[config.mk]
export PLATFORM = sky130hd
export DESIGN_NAME = legged_gait_phase_scheduler_flat
export DESIGN_NICKNAME = d
export VERILOG_FILES = /design/src/rtl/core/lgps_pkg.sv /design/src/rtl/core/lgps_req_if.sv /design/src/rtl/core/lgps_res_if.sv /design/src/rtl/core/legged_gait_phase_scheduler.sv /design/src/flat_wrapper.sv
export SDC_FILE = /design/constraint.sdc
export NUM_CORES = 1
export LEC_CHECK = 0
export BUFFER_PORTS_ARGS = -buffer_cell sky130_fd_sc_hd__buf_2
export CORE_MARGIN = 1.5
export CORE_UTILIZATION = 45
export DETAILED_ROUTE_END_ITERATION = 10
export GPL_TIMING_DRIVEN = 0
export HOLD_SLACK_MARGIN = 0.02
export PLACE_DENSITY = 0.59
export SLEW_MARGIN = 20
export SYNTH_ARGS = -nofsm -noshare
export SYNTH_HDL_FRONTEND = slang
export SYNTH_SLANG_ARGS = --single-unit
[constraint.sdc]
create_clock -name clk -period 10.8 [get_ports clk]
set_input_delay 2.16 -clock clk [delete_from_list [all_inputs] [get_ports clk]]
set_output_delay 2.16 -clock clk [all_outputs]
set_load 0.005 [all_outputs]
[src/rtl/core/lgps_pkg.sv]
`default_nettype none

package lgps_pkg;

    localparam int LEG_COUNT = 4;

    typedef enum logic [1:0] {
        GAIT_NONE  = 2'd0,
        GAIT_STAND = 2'd1,
        GAIT_WALK  = 2'd2,
        GAIT_TROT  = 2'd3
    } gait_t;

    typedef enum logic [2:0] {
        ST_IDLE,
        ST_DIV,
        ST_LEG,
        ST_LDIV,
        ST_EMIT
    } state_t;

    // configuration register indexes
    localparam logic [2:0] REG_IDLE_PERIOD = 3'd0;
    localparam logic [2:0] REG_WALK_PERIOD = 3'd1;
    localparam logic [2:0] REG_TROT_PERIOD = 3'd2;
    localparam logic [2:0] REG_WALK_RATIO  = 3'd3;
    localparam logic [2:0] REG_TROT_RATIO  = 3'd4;

    localparam logic [23:0] IDLE_PERIOD_RST = 24'd1000000;
    localparam logic [23:0] WALK_PERIOD_RST = 24'd800000;
    localparam logic [23:0] TROT_PERIOD_RST = 24'd600000;
    localparam logic [15:0] WALK_RATIO_RST  = 16'd49152;
    localparam logic [15:0] TROT_RATIO_RST  = 16'd32768;

    localparam logic [16:0] Q16_ONE          = 17'h10000;
    localparam logic [15:0] SWITCH_THRESHOLD = 16'd62260;  // 0.95
    localparam logic [15:0] SNAP_THRESHOLD   = 16'd65209;  // 0.995

    // quotient bits minus one: 32 count bits + 16 phase bits, 16 progress bits
    localparam logic [5:0] MAIN_DIV_STEPS = 6'd47;
    localparam logic [5:0] LEG_DIV_STEPS  = 6'd15;

    localparam logic [1:0] LAST_LEG = 2'(LEG_COUNT - 1);

    function automatic logic [15:0] leg_offset(input gait_t gait, input logic [1:0] leg);
        logic [15:0] off;
        off = 16'd0;
        if (gait == GAIT_TROT) begin
            case (leg)
                2'd0:    off = 16'd32768;
                2'd1:    off = 16'd0;
                2'd2:    off = 16'd0;
                2'd3:    off = 16'd32768;
                default: off = 16'd0;
            endcase
        end else begin
            case (leg)
                2'd0:    off = 16'd16384;
                2'd1:    off = 16'd49152;
                2'd2:    off = 16'd32768;
                2'd3:    off = 16'd0;
                default: off = 16'd0;
            endcase
        end
        return off;
    endfunction

endpackage

`default_nettype wire

[src/rtl/core/lgps_req_if.sv]
`default_nettype none

interface lgps_req_if;
    logic        valid;
    logic        ready;
    logic [31:0] time_us;
    logic        change_request;
    logic [1:0]  desired_gait;

    modport source (output valid, time_us, change_request, desired_gait, input ready);
    modport sink   (input valid, time_us, change_request, desired_gait, output ready);
endinterface

`default_nettype wire

[src/rtl/core/lgps_res_if.sv]
`default_nettype none

interface lgps_res_if;
    logic        valid;
    logic        ready;
    logic [1:0]  leg_index;
    logic        in_stance;
    logic [16:0] stance_progress;
    logic [16:0] swing_progress;
    logic [15:0] gait_phase;
    logic [15:0] cycle_count;
    logic [1:0]  active_gait;
    logic        last_leg;

    modport source (
        output valid, leg_index, in_stance, stance_progress, swing_progress,
               gait_phase, cycle_count, active_gait, last_leg,
        input  ready
    );
    modport sink (
        input  valid, leg_index, in_stance, stance_progress, swing_progress,
               gait_phase, cycle_count, active_gait, last_leg,
        output ready
    );
endinterface

`default_nettype wire

[src/rtl/core/legged_gait_phase_scheduler.sv]
// Channel   | Dir | Payload                                              | Per request
// ----------+-----+------------------------------------------------------+------------
// req       | in  | time_us, change_request, desired_gait                | one
// res       | out | leg_index, in_stance, stance/swing_progress,         | four, legs
//           |     | gait_phase, cycle_count, active_gait, last_leg       | 0..3 in order
// cfg_*     | in  | write enable, register index, 24-bit data            | -
//
// One request at a time. A shared restoring divider yields one quotient bit per cycle:
// first 48 bits for cycle count and phase, then per leg a setup step, 16 bits of
// divide and an emit step; none and stand skip the leg divide. Emit holds while the
// result channel stalls. The next request is taken as soon as the fourth result
// sits in the output register. Reset (rst_n low, async) restores the register
// defaults and the stand gait; no clearing pass is needed.

`default_nettype none

module legged_gait_phase_scheduler
    import lgps_pkg::*;
(
    input  wire logic        clk,
    input  wire logic        rst_n,
    input  wire logic        cfg_we,
    input  wire logic [2:0]  cfg_index,
    input  wire logic [23:0] cfg_data,
    lgps_req_if.sink         req,
    lgps_res_if.source       res
);

    state_t state_reg, state_next;

    // configuration registers
    logic [23:0] idle_period_reg, walk_period_reg, trot_period_reg;
    logic [15:0] walk_ratio_reg, trot_ratio_reg;

    // scheduler state
    logic [31:0] start_reg, start_next;
    gait_t       gait_reg, gait_next;
    logic        pend_reg, pend_next;
    gait_t       pgait_reg, pgait_next;
    logic [15:0] prev_reg, prev_next;

    // work registers
    logic [5:0]  cnt_reg, cnt_next;
    logic [1:0]  leg_reg, leg_next;
    logic [23:0] rem_reg, rem_next;
    logic [31:0] num_reg, num_next;
    logic [23:0] div_reg, div_next;
    logic [47:0] quo_reg, quo_next;
    logic [15:0] ratio_reg, ratio_next;
    logic [15:0] phase_reg, phase_next;
    logic [15:0] cyc_reg, cyc_next;
    logic        stance_reg, stance_next;

    // output register
    logic        ovalid_reg, ovalid_next;
    logic [1:0]  oleg_reg, oleg_next;
    logic        ostance_reg, ostance_next;
    logic [16:0] osp_reg, osp_next;
    logic [16:0] owp_reg, owp_next;
    logic [15:0] ophase_reg, ophase_next;
    logic [15:0] ocyc_reg, ocyc_next;
    gait_t       ogait_reg, ogait_next;
    logic        olast_reg, olast_next;

    // shared divider step: shift in one dividend bit, trial subtract
    logic [24:0] rem_sh;
    logic [24:0] rem_diff;
    logic        qbit;

    assign rem_sh   = {rem_reg, num_reg[31]};
    assign rem_diff = rem_sh - {1'b0, div_reg};
    assign qbit     = rem_sh >= {1'b0, div_reg};

    // request-side decode
    logic        req_fire;
    logic        pend_in;
    gait_t       pgait_in;
    logic        do_switch;
    gait_t       gait_sel;
    logic [31:0] start_sel;
    logic [23:0] period_raw, period_sel;
    logic [15:0] ratio_sel;

    // leg-side decode
    logic        idle_gait;
    logic [15:0] degree;
    logic        leg_stance;
    logic [16:0] leg_prog;
    logic        out_free;

    assign req.ready = (state_reg == ST_IDLE);
    assign req_fire  = req.valid && req.ready;

    always_comb
    begin
        pend_in   = req.change_request ? 1'b1 : pend_reg;
        pgait_in  = req.change_request ? gait_t'(req.desired_gait) : pgait_reg;
        do_switch = pend_in && (prev_reg >= SWITCH_THRESHOLD);
        gait_sel  = do_switch ? pgait_in : gait_reg;
        start_sel = do_switch ? req.time_us : start_reg;
        case (gait_sel)
            GAIT_WALK:
            begin
                period_raw = walk_period_reg;
                ratio_sel  = walk_ratio_reg;
            end
            GAIT_TROT:
            begin
                period_raw = trot_period_reg;
                ratio_sel  = trot_ratio_reg;
            end
            default:
            begin
                period_raw = idle_period_reg;
                ratio_sel  = 16'd0;
            end
        endcase
        // treat a zero period as one microsecond
        period_sel = (period_raw == 24'd0) ? 24'd1 : period_raw;
    end

    assign idle_gait  = (gait_reg == GAIT_NONE) || (gait_reg == GAIT_STAND);
    assign degree     = phase_reg - leg_offset(gait_reg, leg_reg);
    assign leg_stance = degree < ratio_reg;
    // snap 0.995 and above to one
    assign leg_prog   = (quo_reg[15:0] >= SNAP_THRESHOLD) ? Q16_ONE : {1'b0, quo_reg[15:0]};
    assign out_free   = !ovalid_reg || res.ready;

    always_comb
    begin
        state_next   = state_reg;
        start_next   = start_reg;
        gait_next    = gait_reg;
        pend_next    = pend_reg;
        pgait_next   = pgait_reg;
        prev_next    = prev_reg;
        cnt_next     = cnt_reg;
        leg_next     = leg_reg;
        rem_next     = rem_reg;
        num_next     = num_reg;
        div_next     = div_reg;
        quo_next     = quo_reg;
        ratio_next   = ratio_reg;
        phase_next   = phase_reg;
        cyc_next     = cyc_reg;
        stance_next  = stance_reg;
        ovalid_next  = ovalid_reg && !res.ready;
        oleg_next    = oleg_reg;
        ostance_next = ostance_reg;
        osp_next     = osp_reg;
        owp_next     = owp_reg;
        ophase_next  = ophase_reg;
        ocyc_next    = ocyc_reg;
        ogait_next   = ogait_reg;
        olast_next   = olast_reg;

        case (state_reg)
            ST_IDLE:
            begin
                if (req_fire)
                begin
                    // latch the request, switch gait once the last phase passed 0.95
                    pend_next  = pend_in && !do_switch;
                    pgait_next = pgait_in;
                    gait_next  = gait_sel;
                    start_next = start_sel;
                    ratio_next = ratio_sel;
                    rem_next   = 24'd0;
                    num_next   = req.time_us - start_sel;
                    div_next   = period_sel;
                    cnt_next   = MAIN_DIV_STEPS;
                    state_next = ST_DIV;
                end
            end

            ST_DIV, ST_LDIV:
            begin
                rem_next = qbit ? rem_diff[23:0] : rem_sh[23:0];
                num_next = {num_reg[30:0], 1'b0};
                quo_next = {quo_reg[46:0], qbit};
                cnt_next = cnt_reg - 6'd1;
                if (cnt_reg == 6'd0)
                begin
                    if (state_reg == ST_DIV)
                    begin
                        // upper 32 quotient bits count cycles, lower 16 give the phase
                        phase_next = quo_next[15:0];
                        prev_next  = quo_next[15:0];
                        cyc_next   = (|quo_next[47:32]) ? 16'hFFFF : quo_next[31:16];
                        leg_next   = 2'd0;
                        state_next = ST_LEG;
                    end else begin
                        state_next = ST_EMIT;
                    end
                end
            end

            ST_LEG:
            begin
                if (idle_gait)
                begin
                    stance_next = 1'b1;
                    state_next  = ST_EMIT;
                end else begin
                    // remainder starts below the divisor, so only 16 fraction bits remain
                    stance_next = leg_stance;
                    rem_next    = leg_stance ? {8'd0, degree}
                                             : {8'd0, degree - ratio_reg};
                    div_next    = leg_stance ? {8'd0, ratio_reg}
                                             : {7'd0, Q16_ONE - {1'b0, ratio_reg}};
                    num_next    = 32'd0;
                    cnt_next    = LEG_DIV_STEPS;
                    state_next  = ST_LDIV;
                end
            end

            ST_EMIT:
            begin
                // hold until the output register is free
                if (out_free)
                begin
                    ovalid_next  = 1'b1;
                    oleg_next    = leg_reg;
                    ostance_next = stance_reg;
                    if (idle_gait)
                    begin
                        osp_next = Q16_ONE;
                        owp_next = 17'd0;
                    end else begin
                        osp_next = stance_reg ? leg_prog : Q16_ONE;
                        owp_next = stance_reg ? Q16_ONE : leg_prog;
                    end
                    ophase_next = phase_reg;
                    ocyc_next   = cyc_reg;
                    ogait_next  = gait_reg;
                    olast_next  = (leg_reg == LAST_LEG);
                    if (leg_reg == LAST_LEG)
                    begin
                        state_next = ST_IDLE;
                    end else begin
                        leg_next   = leg_reg + 2'd1;
                        state_next = ST_LEG;
                    end
                end
            end

            default:
            begin
                state_next = ST_IDLE;
            end
        endcase
    end

    // control and scheduler state
    always_ff @(posedge clk or negedge rst_n)
    begin
        if (!rst_n)
        begin
            state_reg  <= ST_IDLE;
            start_reg  <= 32'd0;
            gait_reg   <= GAIT_STAND;
            pend_reg   <= 1'b0;
            pgait_reg  <= GAIT_NONE;
            prev_reg   <= 16'd0;
            cnt_reg    <= 6'd0;
            leg_reg    <= 2'd0;
            ovalid_reg <= 1'b0;
        end else begin
            state_reg  <= state_next;
            start_reg  <= start_next;
            gait_reg   <= gait_next;
            pend_reg   <= pend_next;
            pgait_reg  <= pgait_next;
            prev_reg   <= prev_next;
            cnt_reg    <= cnt_next;
            leg_reg    <= leg_next;
            ovalid_reg <= ovalid_next;
        end
    end

    // configuration writes; unknown indexes are dropped
    always_ff @(posedge clk or negedge rst_n)
    begin
        if (!rst_n)
        begin
            idle_period_reg <= IDLE_PERIOD_RST;
            walk_period_reg <= WALK_PERIOD_RST;
            trot_period_reg <= TROT_PERIOD_RST;
            walk_ratio_reg  <= WALK_RATIO_RST;
            trot_ratio_reg  <= TROT_RATIO_RST;
        end else if (cfg_we)
        begin
            case (cfg_index)
                REG_IDLE_PERIOD: idle_period_reg <= cfg_data;
                REG_WALK_PERIOD: walk_period_reg <= cfg_data;
                REG_TROT_PERIOD: trot_period_reg <= cfg_data;
                REG_WALK_RATIO:  walk_ratio_reg  <= cfg_data[15:0];
                REG_TROT_RATIO:  trot_ratio_reg  <= cfg_data[15:0];
                default:         ;
            endcase
        end
    end

    // datapath
    always_ff @(posedge clk)
    begin
        rem_reg     <= rem_next;
        num_reg     <= num_next;
        div_reg     <= div_next;
        quo_reg     <= quo_next;
        ratio_reg   <= ratio_next;
        phase_reg   <= phase_next;
        cyc_reg     <= cyc_next;
        stance_reg  <= stance_next;
        oleg_reg    <= oleg_next;
        ostance_reg <= ostance_next;
        osp_reg     <= osp_next;
        owp_reg     <= owp_next;
        ophase_reg  <= ophase_next;
        ocyc_reg    <= ocyc_next;
        ogait_reg   <= ogait_next;
        olast_reg   <= olast_next;
    end

    assign res.valid           = ovalid_reg;
    assign res.leg_index       = oleg_reg;
    assign res.in_stance       = ostance_reg;
    assign res.stance_progress = osp_reg;
    assign res.swing_progress  = owp_reg;
    assign res.gait_phase      = ophase_reg;
    assign res.cycle_count     = ocyc_reg;
    assign res.active_gait     = ogait_reg;
    assign res.last_leg        = olast_reg;

endmodule

`default_nettype wire

[src/flat_wrapper.sv]
// flat-port wrapper written by rule: the top's interface ports become plain ports
module legged_gait_phase_scheduler_flat import lgps_pkg::*;
  (clk, rst_n, cfg_we, cfg_index, cfg_data, req_valid, req_time_us, req_change_request, req_desired_gait, req_ready, res_valid, res_leg_index, res_in_stance, res_stance_progress, res_swing_progress, res_gait_phase, res_cycle_count, res_active_gait, res_last_leg, res_ready);
  lgps_req_if req_i ();
  lgps_res_if res_i ();
  input  wire logic clk;
  input  wire logic rst_n;
  input  wire logic cfg_we;
  input  wire logic [2:0] cfg_index;
  input  wire logic [23:0] cfg_data;
  input wire logic [$bits(req_i.valid)-1:0] req_valid;
  input wire logic [$bits(req_i.time_us)-1:0] req_time_us;
  input wire logic [$bits(req_i.change_request)-1:0] req_change_request;
  input wire logic [$bits(req_i.desired_gait)-1:0] req_desired_gait;
  output wire logic [$bits(req_i.ready)-1:0] req_ready;
  output wire logic [$bits(res_i.valid)-1:0] res_valid;
  output wire logic [$bits(res_i.leg_index)-1:0] res_leg_index;
  output wire logic [$bits(res_i.in_stance)-1:0] res_in_stance;
  output wire logic [$bits(res_i.stance_progress)-1:0] res_stance_progress;
  output wire logic [$bits(res_i.swing_progress)-1:0] res_swing_progress;
  output wire logic [$bits(res_i.gait_phase)-1:0] res_gait_phase;
  output wire logic [$bits(res_i.cycle_count)-1:0] res_cycle_count;
  output wire logic [$bits(res_i.active_gait)-1:0] res_active_gait;
  output wire logic [$bits(res_i.last_leg)-1:0] res_last_leg;
  input wire logic [$bits(res_i.ready)-1:0] res_ready;
  assign req_i.valid = req_valid;
  assign req_i.time_us = req_time_us;
  assign req_i.change_request = req_change_request;
  assign req_i.desired_gait = req_desired_gait;
  assign req_ready = req_i.ready;
  assign res_valid = res_i.valid;
  assign res_leg_index = res_i.leg_index;
  assign res_in_stance = res_i.in_stance;
  assign res_stance_progress = res_i.stance_progress;
  assign res_swing_progress = res_i.swing_progress;
  assign res_gait_phase = res_i.gait_phase;
  assign res_cycle_count = res_i.cycle_count;
  assign res_active_gait = res_i.active_gait;
  assign res_last_leg = res_i.last_leg;
  assign res_i.ready = res_ready;
  legged_gait_phase_scheduler u_core (.clk(clk), .rst_n(rst_n), .cfg_we(cfg_we), .cfg_index(cfg_index), .cfg_data(cfg_data), .req(req_i), .res(res_i));
endmodule
==> summary.md <==
The TritonCTS sink count was 415. Launch point of the worst hold path: u_core.cyc_reg[5]$_SDFFCE_PP1P_. Along the worst hold path, the cell count comes to 0. The tools report the count of fill cells added during filler insertion as 4124. Measured along the x axis, the die boundary spans 220 um. At the placement stage, the worst setup path has a slack of 3.24 ns. The congestion estimate from routability-driven global placement came to 0.898. The share of the Yosys chip area taken by registers is 54.9%. In this run the biggest area consumer among cell types represents 35.0% of the synthesized area. For this run, the leading register cell type out of synthesis is sky130_fd_sc_hd__edfxtp_1. The H-tree was split into 2 levels. The die covers 48500 um2. After technology mapping, the gate count stands at 1885. The final cycle utilization of the critical path is 65.2%.

Excluding fillers, the count of instances in the completed layout stands at 2718. No sink is reached through more buffers than the 3 on the longest clock path. 141 I/O pins were placed. In the final design database the tool counted 2208 nets.

Dividing the detail-routed via count by the number of cells gives 5.64. After detailed placement, the design holds a cell count of 2633. In this run, CTS created clock tree buffers numbering 46.

At the end of the flow the core is filled with cells to 52.6%. Relative to the synthesized area, the layout overhead comes to 15.1%. Yosys attributes the largest share of cell area to sky130_fd_sc_hd__edfxtp_1 35%, sky130_fd_sc_hd__dfrtp_1 17%, sky130_fd_sc_hd__mux2_2 6.5%. Subtracting the final worst setup slack from the clock period gives 7.04 ns. The number of global-route vias before repair is 14800, and the total congestion overflow after global routing is 0. Clock-pin slew was measured on the worst setup and hold paths at 0.06 ns. The tool flagged a number of max-cap violations equal to 0. Synthesis inferred 415 register bits. Number of nets in the synthesized netlist: 2019.

The number of placement rows is 79. In this run the tightest slew margin relative to its limit is 25.5%. The number of I/O port buffers was 135; the multiplexer area fraction after synthesis was 8.87%. For this run, asynchronously set or reset flops after synthesis account for 40.2%. The mean instance size in the synthesized netlist works out to 11.3 um2. The number of flip-flops under the largest register name is 47. The first routing iteration left 1065 violations. The synthesized-area fraction occupied by ao, oa, aoi and oai cells is 12.6%.

The number of different library cells used by synthesis comes to 87. STA classifies the critical path endpoint as a register. The run finished with clean final reports.

The y dimension of the die was 220 um; the final-report hold violation count was 0. TritonCTS built the clock tree. The number of setup buffers added after CTS is 0.

The tools report the final setup violation count as 0. The per-cell routed wire length was 20.6 um; the netlist area before placement was 21300 um2. Setup repair after global routing left no endpoint under its margin. Hold repair after CTS inserted 0 buffers. For this run, the detailed router's first-pass iteration total came to 5. Peak ir drop on the vdd network: 121 uV. After synthesis, the most frequently instantiated cells are 248 x sky130_fd_sc_hd__edfxtp_1, 212 x sky130_fd_sc_hd__nand2_1, 142 x sky130_fd_sc_hd__dfrtp_1. The first global-routing pass estimated 85600 um of wire.

Counting flops with a built-in enable in the synthesized netlist gives 248. For this run, design rule violations remaining after detail routing come to 0. For the pin with the worst max-slew slack, the measured transition is 1.12 ns.

For the via count, the log shows 15300. The worst setup path is launched from a primary input. The total length of routed wires came out at 55900 um. The fraction of the mapped netlist area in adder cells came out at 4.52%. For the worst-skew pair, the clock arrives at the later sink with an insertion delay of 0.58 ns. The run gives 45.6% as the effective utilization at floorplan. Measured in cells, the most critical reg-to-reg path has a length of 16. The wire-length estimate of the detail-placed layout is 41400 um. For flop-to-flop paths, the worst setup slack is 4.53 ns. The most frequent cell after synthesis was sky130_fd_sc_hd__edfxtp_1. Entering global routing, the biggest net connects 95 pins. Dividing total power by cell area gives a power density of 278 nW/um2. Type of the tightest min-delay check: register to register.

Timing would allow up to 0.142 GHz. The leakage power came out at 9.79 nW. The worst flop-to-flop path endpoint is u_core.num_reg[27]$_DFFE_PP_.

The tools report the total count of max-transition violations in the final report as 0. The initial antenna violation count was 2; the maximum fanout count along the critical path was 10. Across the routed clock network, the largest skew measured is 0.0252 ns.

The run gives 3.76 ns as the worst-case setup margin in the final layout. The path with the worst hold slack has its endpoint at u_core.res.cycle_count[5]$_DFFE_PP_. Of all cell types, the one taking the most synthesized area is sky130_fd_sc_hd__edfxtp_1. For the count of warnings emitted by yosys, the log shows 0.

Cells with a size suffix above 1 make up 20.1% of the layout. After routing, the total negative slack on setup checks comes to 0 ns. Of the total synthesized cell area, the portion taken by XOR and XNOR cells is 3.34%. For the antenna diode instance count, the log shows 0. The cell sitting at the root of the clock tree is a sky130_fd_sc_hd__clkbuf_16. The tools report the core area as 46600 um2.

The synthesized netlist devotes 12.8% of its cell area to simple gates. STA puts the critical path data required time at 11.13 ns. The startpoint identified for the worst register-to-register timing path is u_core.prev_reg[10]$_DFFE_PN0P_. Power comes to 0.00680 W.

For the remaining antenna violation count, the log shows 0. By area, the combinational part of the netlist is dominated by simple AND/OR/NAND/NOR gates. The run gives 7.37 ns as the signal arrival time at the worst endpoint. The logs give 23.1% for the total global-route track usage and 0 for the number of resized instances in the post-cts repair step.

The critical path is of the primary input to register type.
==> power by group <==
part	total, W	internal, W	switching [W]	leakage, nW
registers	0.00254	0.00229	0.000254	4.30
clock network	0.00165	0.000998	0.000656	0.774
logic	0.00260	0.00101	0.00160	4.72
==> metrics by stage <==
stage,hold WS [ns],instance area (um2)
after floorplan,0.400,21300
after global placement,0.404,22700
after detailed placement,0.405,22900
after CTS,0.418,24500
after global routing,0.421,24500
final,0.416,24500
==> layout make-up <==
cell class,count,area [um2],share of cell area [%]
plain buffers,77,333,1.36
repair buffers,141,836,3.42
multi-input cells,1307,8960,36.6
inverters,86,325,1.33
clock buffers,63,1310,5.34
clock inverters,22,295,1.21
flip-flops and latches,415,11700,47.6
well taps,607,759,3.10
==> worst max-delay path, stage by stage <==
cell	delay, ns
sky130_fd_sc_hd__buf_4	0.16
sky130_fd_sc_hd__or2_0	0.20
sky130_fd_sc_hd__clkbuf_1	0.23
sky130_fd_sc_hd__nand3_2	0.29
sky130_fd_sc_hd__clkbuf_1	0.47
sky130_fd_sc_hd__clkbuf_1	0.54
sky130_fd_sc_hd__mux2i_1	0.36
sky130_fd_sc_hd__ha_1	0.28
sky130_fd_sc_hd__nor2b_1	0.14
sky130_fd_sc_hd__o31ai_1	0.63
sky130_fd_sc_hd__a21oi_1	0.30
sky130_fd_sc_hd__a311oi_1	0.43
sky130_fd_sc_hd__a21oi_1	0.17
sky130_fd_sc_hd__o2111ai_1	0.36
sky130_fd_sc_hd__nand3b_1	0.16
sky130_fd_sc_hd__or2_0	0.22
sky130_fd_sc_hd__a32o_1	0.26
==> how the worst max path moves through the flow <==
stage,end,slack (ns),startpoint,cells after the start
floorplan,u_core.num_reg[28]$_DFFE_PP_,4.62,req_change_request,18
global placement,u_core.num_reg[28]$_DFFE_PP_,3.23,req_change_request,18
detailed placement,u_core.num_reg[27]$_DFFE_PP_,3.24,req_change_request,17
CTS,u_core.num_reg[27]$_DFFE_PP_,3.85,req_change_request,17
global route,u_core.num_reg[27]$_DFFE_PP_,3.36,req_change_request,17
finish,u_core.num_reg[27]$_DFFE_PP_,3.76,req_change_request,17
==> layer usage <==
| layer | routed length, um | vias to the layer above | track usage, % |
|---|---|---|---|
| li1 | - | 7283 | - |
| met1 | 26300 | 7516 | 33.6 |
| met2 | 24900 | 446 | 35.4 |
| met3 | 3250 | 76 | 3.84 |
| met4 | 1430 | 4 | 7.05 |
| met5 | 26 | - | 0 |
==> cells in the final DEF, fill, tap and decap left out, types with 26 or more instances in the layout <==
| cell type | Yosys | layout |
|---|---|---|
| sky130_fd_sc_hd__mux2_2 | 122 | 122 |
| sky130_fd_sc_hd__nand2_1 | 212 | 212 |
| sky130_fd_sc_hd__a21o_1 | 29 | 29 |
| sky130_fd_sc_hd__edfxtp_1 | 248 | 248 |
| sky130_fd_sc_hd__clkbuf_16 | 0 | 48 |
| sky130_fd_sc_hd__xnor2_1 | 55 | 55 |
| sky130_fd_sc_hd__inv_1 | 84 | 83 |
| sky130_fd_sc_hd__buf_2 | 18 | 153 |
| sky130_fd_sc_hd__o21ai_0 | 75 | 75 |
| sky130_fd_sc_hd__a21oi_1 | 128 | 128 |
| sky130_fd_sc_hd__dfrtp_1 | 142 | 142 |
| sky130_fd_sc_hd__mux2i_1 | 51 | 51 |
| sky130_fd_sc_hd__ha_1 | 64 | 64 |
| sky130_fd_sc_hd__nor2b_1 | 30 | 30 |
| sky130_fd_sc_hd__clkbuf_1 | 51 | 59 |
| sky130_fd_sc_hd__and2_1 | 39 | 39 |
| sky130_fd_sc_hd__xor2_1 | 26 | 26 |
| sky130_fd_sc_hd__nor2_1 | 113 | 112 |
==> kinds of logic after synthesis <==
group | after synthesis
muxes | 173
adders and majority gates | 77
xor gates and xnor gates | 81
AOI/OAI and AO/OA | 411
and+or+nand+nor | 565
DFF | 415
buffers and inverters | 163
No activity file was read; power rests on OpenSTA's default activity.
